File: src/rtl/lis_pkg.sv
// Shared types and constants for the longest-increasing-subsequence block.
package lis_pkg;

  localparam int unsigned VALUE_W     = 32;
  localparam int unsigned LEN_W       = 11;
  localparam int unsigned MAX_LEN_DEF = 1024;

  typedef struct packed {
    logic signed [VALUE_W-1:0] value;
    logic                      last;
  } lis_in_t;

  typedef struct packed {
    logic [LEN_W-1:0] lis_length;
    logic             overflow;
  } lis_out_t;

  // Result of the shared compare unit
  typedef struct packed {
    logic key_gt;
  } lis_cmp_t;

endpackage

File: src/rtl/lis_cmp_unit.sv
// Shared signed compare of the held key against one tail operand.
module lis_cmp_unit import lis_pkg::*; (
  input  logic signed [VALUE_W-1:0] key,
  input  logic signed [VALUE_W-1:0] operand,
  output lis_cmp_t                  res
);

  // Compare as signed two's complement
  always_comb begin
    res.key_gt = key > operand;
  end

endmodule

File: config.mk
export PLATFORM = sky130hd
export DESIGN_NAME = lis_cmp_unit
export DESIGN_NICKNAME = d
export VERILOG_FILES = /design/src/rtl/lis_pkg.sv /design/src/rtl/lis_cmp_unit.sv
export SDC_FILE = /design/constraint.sdc
export NUM_CORES = 1
export LEC_CHECK = 0
export BUFFER_PORTS_ARGS = -buffer_cell sky130_fd_sc_hd__buf_2
export CORE_MARGIN = 3
export CORE_UTILIZATION = 42
export DETAILED_ROUTE_END_ITERATION = 10
export PLACE_DENSITY_LB_ADDON = 0.25
export SLEW_MARGIN = 40
export SYNTH_ARGS = -nofsm -noshare
export SYNTH_HDL_FRONTEND = slang
export SYNTH_SLANG_ARGS = --single-unit
File: constraint.sdc
create_clock -name vclk -period 2.76
set_clock_uncertainty 0.15 [all_clocks]
set_input_delay 0.552 -clock vclk [all_inputs]
set_output_delay 0.552 -clock vclk [all_outputs]
set_load 0.005 [all_outputs]
Word-level counts from Yosys, hierarchy flattened
Cells that the tools add are included.
Storage, ports and cells
  memory bits (writable): 0
  input port bits: 64
  word-level logic and storage cells: 1
  output and inout port bits: 1
  ROM bits: 0
  register bits: 0
  bits in latches: 0
  memories kept: 0
Cells by class
  bitwise logic cells: 0
  multiply operators: 0
  reductions and logical operators: 0
  add/sub/neg operators: 0
  equal/unequal tests: 0
  shift-type cells: 0
  divide/modulo/power cells: 0
  magnitude comparators: 1
  mux-type cells: 0
Operator list (count)
  $gt A32 B32 Y1: 1

Logic depth before layout (Yosys ltp)
Gate-level depths: netlist of the first run.
  word-level depth: 1
  gate-level depth with buffers: 8
  gate-level depth less buffers: 8

Least setup slack after synthesis of the first run
OpenSTA, ideal clock, no wires.
  path type: input to output
  from: input port operand[14]
  to: output port res
  data arrival time: 1.954 ns
  data required time: 2.058 ns
  buffers on the path: 0
  slack: 0.104 ns
  stages on the path: 8
  cell sequence: inv_1 -> ha_1 -> nand4_1 -> nor4_1 -> a21boi_1 -> o31ai_1 -> o2111ai_1 -> mux2i_1
On the way
  word-level cells in the longest chain between the ends: 1
RTL lines
  start, declared: RTL line lis_cmp_unit.sv:4  | input logic signed [VALUE_W-1:0] operand,
  $gt A32 B32 Y1: RTL line lis_cmp_unit.sv:10  | res.key_gt = key > operand;
  end, declared: RTL line lis_cmp_unit.sv:5  | output lis_cmp_t res
Every way passes these cells.

Final worst setup path of the first run
  from: input port operand[1]
  to: output port res
The elaborated chain is that of the path after synthesis.

==> impl_metrics.csv, run 1 <==
group,metric,value,unit
power_and_ir_drop,p_seq_share,0,%
logic_synthesis,yosysWarnings,0,
timing,max_slew_margin,77.47,%
power_and_ir_drop,p_leak,0.0008302,uW
critical_path,critPathKind,"input port to primary output",
floorplan,core_area,1764,sq um
power_and_ir_drop,switching_share,43.65,%
logic_synthesis,syn_area,804.5,sq um
logic_synthesis,syn_inst,113,
placement,io_buffers,65,
logic_synthesis,synthTopCellsByArea,"ha_1 (50%), inv_1 (15%), a21oi_1 (6.8%)",
power_and_ir_drop,internal_power,118.1,uW
critical_path,crit_arrival,2.13,ns
floorplan,die_h,49.77,um
logic_synthesis,seq_area_frac_synth,0,%
layout,fin_util,83.12,%
logic_synthesis,synth-compound-area-share,20.22,%
timing,finalSetupViolCount,1,
placement,place_congestion,0.7437,
critical_path,cp-start-kind,"input port",
critical_path,worst_path_most_repeated_cell,"buf_2",
power_and_ir_drop,vdd_drop_max,0.09395,mV
logic_synthesis,synth_top_area_cell,"ha_1",
logic_synthesis,synthSimpleGateAreaFrac,13.84,%
layout,ff_latch_area,0,sq um
critical_path,required,2.06,ns
logic_synthesis,syn-num-nets,209,
layout,design.seq.count,0,
power_and_ir_drop,netSwitchingPower,91.47,uW
power_and_ir_drop,total_power,209.6,uW
floorplan,die_w,49.77,um
power_and_ir_drop,p_per_area,142.9,nW/um^2
run_status,status,"complete, but fails checks",
timing,rsz0062_at_grt,"true",
critical_path,cp_cell_sequence,"buf_2 -> inv_1 -> ha_1 -> nor2b_1 -> o211ai_1 -> a21boi_2 -> o31ai_2 -> o2111ai_2 -> mux2i_1 -> buf_2",
logic_synthesis,ys_types,19,
timing,max_freq,353.1,MHz
timing,timing.final.ws_setup,-0.07178,ns
timing,layout_min_cycle_time,2.832,ns
logic_synthesis,synth-xor-area-share,0,%
logic_synthesis,synthMuxAreaShare,1.244,%
detailed_routing,wl,2733,um
critical_path,slowest_stage,"ha_1",
timing,tightest_slew,0.3352,ns
timing,hold_viol,0,
detailed_routing,routedWlPerCell,12.83,um
critical_path,worstSetupEndpointType,"primary output",
run_status,violations,"negative setup slack",
logic_synthesis,syn-mean-instance-area,7.120,sq um
power_and_ir_drop,pwr-share-comb,100.0,%
timing,post-route-period-util,102.6,%
detailed_routing,ant_nets,0,
global_route,grt_max_degree,4,
detailed_routing,dr.pass1.iters,5,
detailed_routing,vias_per_cell,5.038,
logic_synthesis,synth_top_area_share,49.77,%
detailed_routing,first_iter_violations,10,
logic_synthesis,synthTopCellsByCount,"ha_1 (32), inv_1 (32), a21oi_1 (11), nand4_1 (7), nand2_1 (6)",
placement,dp_hpwl,1986,um
global_route,grt_pass1_wl,4471,um
timing,tns,-0.07178,ns
critical_path,max_stage_delay,0.28,ns
global_route,antenna_found_initial,0,
layout,num-nets-final,286,
floorplan,rows,15,
floorplan,ios,65,
job,cap_violations,0,
detailed_routing,vias,1073,
timing,drv_slew,0,
floorplan,dieArea,2477,sq um
worst_hold_path,hold_class,"input port to primary output",
detailed_routing,post-route-drc-count,0,
layout,n_clock_buffer,0,
layout,drive_above_1_share,55.32,%
logic_synthesis,synth_fa_ha_area_share,49.77,%
layout,num-fill-cells,127,
power_and_ir_drop,clock_power_share,0,%
global_route,grt_overflow,0,
layout,antennaDiodeCount,0,
clock_network,hold_buffers,0,
global_route,grtUsageTotal,22.37,%
floorplan,start_util,45.60,%
global_route,grt_pass1_vias,1136,
layout,areaGrowthSynthToFinish,82.27,%
critical_path,worst-path-max-fanout,2,
logic_synthesis,synth_top_family_by_area,"adder cells",
[logic make-up (layout without fill, tap and decap cells)]
kind of cell | after synthesis | after routing
AOI/OAI and AO/OA | 26 | 26
and+or+nand+nor | 22 | 22
buffers and inverters | 32 | 107
adders and majority gates | 32 | 32
muxes | 1 | 1
[repair_timing]
item                       CTS  global route
pin swaps                   17             3
gates cloned                 0             0
buffers inserted             1             0
setup endpoints to repair    1             1
resized for setup           39             2
[final cells by class]
cell class	count	area, sq um	area share, %
Inverter	32	125.1	8.532
Multi-Input combinational cell	81	847.1	57.76
Tap cell	25	31.28	2.133
Timing Repair Buffer	75	462.9	31.57
[critical path: cells and delay by family]
kind | cells | cell delay [ns]
AO/OA/AOI/OAI | 4 | 0.75
AND/OR/NAND/NOR | 1 | 0.14
buffers and inverters | 3 | 0.23
multiplexers | 1 | 0.16
adder cells (fa/ha/maj) | 1 | 0.28
[per-stage QoR]
step                worst slack, ns  hold slack [ns]  instances  area, sq um
floorplan                    0.1044            1.184        113        804.5
global placement            -0.1841            1.472        212         1229
detailed placement          -0.2554            1.508        212         1229
CTS                        -0.05265            1.510        213         1454
global route                -0.1495            1.538        213         1466
finish                     -0.07178            1.504        213         1466
[power groups by stage]
stage / logic, uW / clock network, uW / registers, uW
finish: 210 / 0 / 0
global placement: 155 / 0 / 0
floorplan: 82.7 / 0 / 0
detailed placement: 163 / 0 / 0
global route: 235 / 0 / 0
CTS: 200 / 0 / 0
[path summary, 6_finish.rpt]
path	startpoint	endpoint	slack [ns]	depth (start not counted)
max	operand[1]	res	-0.07	10
min	key[31]	res	1.50	5
[layer usage]
metal	track usage, %	vias up	share of wire (%)
li1	-	546	-
met1	21.20	474	36
met2	46.26	43	55
met3	2.417	10	5.4
met4	10.14	0	3.9
met5	0	-	0
[layout by cell type, fill, tap and decap left out, types with 2 or more instances in the layout]
cell type	instances
nand3_1	3
ha_4	10
ha_1	22
nor2_1	3
nor4_2	2
o21ai_0	3
inv_2	8
buf_6	10
nand2_1	5
a21oi_1	9
inv_1	22
inv_4	2
buf_4	10
a21oi_2	3
a21o_1	4
buf_2	55
nand4_1	7
(Power assumes the default switching activity.)
==> run 2: changes to the inputs <==
CORE_MARGIN = 5   (was 3)
clock period = 2.9 ns   (was 2.76 ns; I/O delays follow)
==> run 2 against run 1 <==
  * Utilization fell by 4.9 points
  * Global-route usage decreased by 6.8 points
  * Count of clock-buffer cells in the layout did not move
  * Critical path type unchanged
  * Largest power group unchanged
  * Critical endpoint unchanged
  * The run still ends with negative setup slack left
==> impl_metrics.csv, run 2 (synthesized netlist as in run 1, its figures left out) <==
group,metric,value,unit
run_status,status,"complete, but fails checks",
run_status,violations,"negative setup slack",
floorplan,start_util,45.12,%
critical_path,slowest_stage,"ha_4",
power_and_ir_drop,p_per_area,127.6,nW/um^2
detailed_routing,dr.pass1.iters,4,
worst_hold_path,hold_class,"input port to primary output",
layout,num-fill-cells,134,
global_route,grtUsageTotal,15.53,%
timing,tightest_slew,0.3579,ns
floorplan,core_area,1783,sq um
power_and_ir_drop,p_leak,0.0008255,uW
critical_path,path_buf_inv,4,
timing,max_freq,340.8,MHz
layout,antennaDiodeCount,0,
critical_path,cp_cell_sequence,"buf_2 -> inv_2 -> ha_4 -> nand4_1 -> buf_4 -> nor4_4 -> a21boi_2 -> o31ai_1 -> o2111ai_1 -> mux2i_1 -> buf_2",
detailed_routing,first_iter_violations,7,
layout,layout.cells.non_filler,213,
critical_path,cp-start-kind,"input port",
clock_network,hold_buffers,0,
layout,num-nets-final,286,
power_and_ir_drop,vdd_drop_max,0.08646,mV
critical_path,max_stage_delay,0.25,ns
detailed_routing,routedWlPerCell,10.49,um
global_route,antenna_found_initial,0,
global_route,grt_pass1_vias,1000,
critical_path,crit_arrival,2.20,ns
global_route,grt_max_degree,4,
floorplan,ios,65,
detailed_routing,ant_nets,0,
placement,dp_hpwl,1947,um
layout,drive_above_1_share,51.06,%
floorplan,rows,15,
placement,dp_slack,-0.1671,ns
timing,hold_viol,0,
detailed_routing,vias_per_cell,4.779,
critical_path,worst_path_most_repeated_cell,"buf_2",
global_route,grt_pass1_wl,3594,um
placement,dp_cells,210,
timing,drv_slew,0,
layout,layout.cells.most_common,"buf_2",
detailed_routing,vias,1018,
floorplan,die_w,53.77,um
job,cap_violations,0,
placement,io_buffers,65,
layout,areaGrowthSynthToFinish,73.41,%
layout,mostFrequentLayoutCells,"buf_2 (63), inv_1 (25), ha_1 (22), a21oi_1 (11)",
critical_path,cp_top_family,"buffers and inverters",
timing,finalSetupViolCount,1,
floorplan,dieArea,2891,sq um
layout,design.seq.count,0,
floorplan,die_h,53.77,um
timing,timing.final.ws_setup,-0.03402,ns
critical_path,critPathKind,"input port to primary output",
layout,n_clock_buffer,0,
critical_path,worst-path-max-fanout,3,
timing,max_slew_margin,75.92,%
timing,layout_min_cycle_time,2.934,ns
detailed_routing,wl,2234,um
layout,ff_latch_area,0,sq um
placement,place_congestion,0.6648,
layout,multi_input_area,830.8,sq um
detailed_routing,post-route-drc-count,0,
global_route,grt_overflow,0,
timing,rsz0062_at_grt,"true",
timing,post-route-period-util,101.2,%
critical_path,required,2.17,ns
critical_path,worstSetupEndpointType,"primary output",
==> run 2: worst paths after layout <==
check / from / to / slack, ns / depth (start not counted)
setup / recovery: operand[13] / res / -0.03 / 11
hold / removal: key[31] / res / 1.53 / 5
==> run 2: through the flow <==
step | area, sq um | util, % | hold slack, ns | TNS, ns | power (uW)
CTS | 1358 | 76.14 | 1.532 | 0 | 172.3
global placement | 1214 | 68.07 | 1.518 | -0.07869 | 144.2
finish | 1395 | 78.25 | 1.528 | -0.03402 | 178.0
detailed placement | 1214 | 68.07 | 1.524 | -0.1671 | 150.6
global route | 1395 | 78.25 | 1.561 | -0.1765 | 206.4
floorplan | 804.5 | - | 1.240 | 0 | 78.70
==> run 2: routing by layer <==
metal | global-route usage [%] | wire length (um) | vias up | part of all wire, %
li1 | - | - | 548 | -
met1 | 17.81 | 838 | 434 | 38
met2 | 32.06 | 1185 | 36 | 53
met3 | 1.108 | 210 | 0 | 9.4
met4 | 0 | 0 | 0 | 0
met5 | 0 | 0 | - | 0
==> run 2: power by group <==
group          leakage [uW]  total, uW  internal, uW  switching (uW)
combinational      0.000825        178          99.2            78.8
sequential                0          0             0               0
clock                     0          0             0               0
==> run 2: layout make-up <==
| class | instances | share of cell area [%] |
|---|---|---|
| Multi-Input combinational cell | 81 | 59.55 |
| Timing Repair Buffer | 75 | 29.60 |
| Inverter | 32 | 8.610 |
| Tap cell | 25 | 2.242 |
==> run 2: timing repair <==
item                                    4_1_cts  5_1_grt
endpoints found under the setup margin        1        1
pin swaps                                     9        1
buffers inserted                              3        0
gates resized for setup                      17        7
==> run 3: changes to the inputs <==
--- a/config.mk
+++ b/config.mk
@@ -8,3 +8,3 @@
 export BUFFER_PORTS_ARGS = -buffer_cell sky130_fd_sc_hd__buf_2
-export CORE_MARGIN = 5
+export CAP_MARGIN = 20
 export CORE_UTILIZATION = 42
--- a/constraint.sdc
+++ b/constraint.sdc
@@ -4,2 +4,2 @@
 set_output_delay 0.58 -clock vclk [all_outputs]
-set_load 0.005 [all_outputs]
+set_load 0.1 [all_outputs]
==> run 3 against run 2 <==
  * Final cell count shrank 0.94%
  * Die area fell by 28%
  * The flow still finishes with violations (negative setup slack)
  * Largest cell class unchanged
  * Sequential share of layout area unchanged
  * Combinational power is 33% higher
==> impl_metrics.csv, run 3 (synthesized netlist as in run 1, its figures left out) <==
group,metric,value,unit
layout,layout.cells.non_filler,211,
global_route,met3_usage,1.190,%
global_route,grt.busiest_layer,"met2",
run_status,status,"complete, but fails checks",
detailed_routing,vias_per_cell,5.227,
placement,dp_hpwl,2276,um
detailed_routing,first_iter_violations,11,
timing,rsz0062_at_grt,"true",
worst_hold_path,hold_class,"input port to primary output",
placement,place_congestion,0.6784,
floorplan,dieArea,2094,sq um
global_route,grt_overflow,0,
critical_path,worstSetupEndpointType,"primary output",
layout,drive_above_1_share,56.45,%
detailed_routing,post-route-drc-count,0,
layout,areaGrowthSynthToFinish,88.80,%
layout,ff_latch_area,0,sq um
layout,num-nets-final,284,
timing,hold_viol,0,
layout,design.seq.count,0,
layout,n_clock_buffer,0,
run_status,violations,"negative setup slack",
floorplan,ios,65,
timing,drv_slew,0,
timing,max_freq,323.5,MHz
critical_path,cp-start-kind,"input port",
global_route,antenna_found_initial,0,
timing,finalSetupViolCount,1,
job,cap_violations,0,
global_route,use_met2,58.57,%
placement,dp_cells,209,
layout,layout.cells.most_common,"buf_2",
global_route,grt_pass1_vias,1060,
global_route,use_met1,21.46,%
detailed_routing,routedWlPerCell,12.54,um
global_route,grt_pass1_wl,3933,um
detailed_routing,vias,1103,
floorplan,start_util,45.60,%
layout,antennaDiodeCount,0,
detailed_routing,dr.pass1.iters,4,
timing,tns,-0.1915,ns
power_and_ir_drop,p_per_area,155.8,nW/um^2
power_and_ir_drop,vdd_drop_max,0.09516,mV
timing,timing.final.ws_setup,-0.1915,ns
critical_path,critPathKind,"input port to primary output",
layout,final_area,1519,sq um
layout,mostFrequentLayoutCells,"buf_2 (53), inv_1 (21), ha_1 (21), ha_4 (11), buf_6 (11)",
floorplan,die_h,45.77,um
detailed_routing,wl,2646,um
critical_path,worst-path-max-fanout,2,
detailed_routing,ant_nets,0,
placement,io_buffers,65,
placement,dpl_cell_area,1424,sq um
timing,tightest_slew,0.3662,ns
floorplan,die_w,45.77,um
global_route,grt_max_degree,4,
timing,layout_min_cycle_time,3.091,ns
floorplan,rows,15,
critical_path,required,2.17,ns
power_and_ir_drop,p_leak,0.0008372,uW
critical_path,crit_arrival,2.36,ns
timing,max_slew_margin,75.33,%
floorplan,core_area,1764,sq um
timing,post-route-period-util,106.6,%
global_route,grtUsageTotal,26.00,%
==> run 3: layout make-up <==
cell class	count	area [sq um]
fillers	115	245.2
multi-input cells	81	880.8
well taps	25	31.28
inverters	32	137.6
repair buffers	73	469.2
==> run 3: critical path: stages <==
cell	delay, ns
buf_6	0.10
ha_4	0.23
a21oi_2	0.16
o21ai_1	0.08
a221o_1	0.34
o31ai_2	0.26
o2111ai_2	0.18
mux2i_4	0.23
buf_12	0.19
==> run 3: layer usage <==
metal / vias to the layer above / share of wire (%) / wire length (um)
met2: 50 / 59 / 1560
met3: 8 / 5.7 / 152
met4: 0 / 3.4 / 91
met1: 503 / 32 / 842
li1: 542 / - / -
met5: - / 0 / 0
==> run 3: per-stage QoR <==
stage | setup slack, ns | util (%) | total power [uW] | hold slack, ns
3_3_place_gp | -0.09286 | 80.71 | 201.7 | 1.582
5_1_grt | -0.2601 | 86.10 | 259.7 | 1.629
2_1_floorplan | -0.1679 | - | 122.5 | 1.428
3_5_place_dp | -0.1663 | 80.71 | 217.6 | 1.588
6_report | -0.1915 | 86.10 | 236.6 | 1.584
4_1_cts | -0.1529 | 86.10 | 233.8 | 1.590
==> run 3: what timing repair did <==
item | in CTS | in global routing
setup buffers | 2 | 0
pin swaps | 13 | 1
resized for setup | 15 | 0
endpoints found under the setup margin | 1 | 1
hold buffers | 0 | 0
==> run 3: path summary, 6_finish.rpt <==
path | startpoint | endpoint | slack [ns] | depth (start not counted)
setup / recovery | key[7] | res | -0.19 | 9
hold / removal | key[31] | res | 1.58 | 5
==> run 3: power by group <==
part           internal [uW]  total (uW)  switching, uW
logic                    124         237            112
clock network              0           0              0
registers                  0           0              0
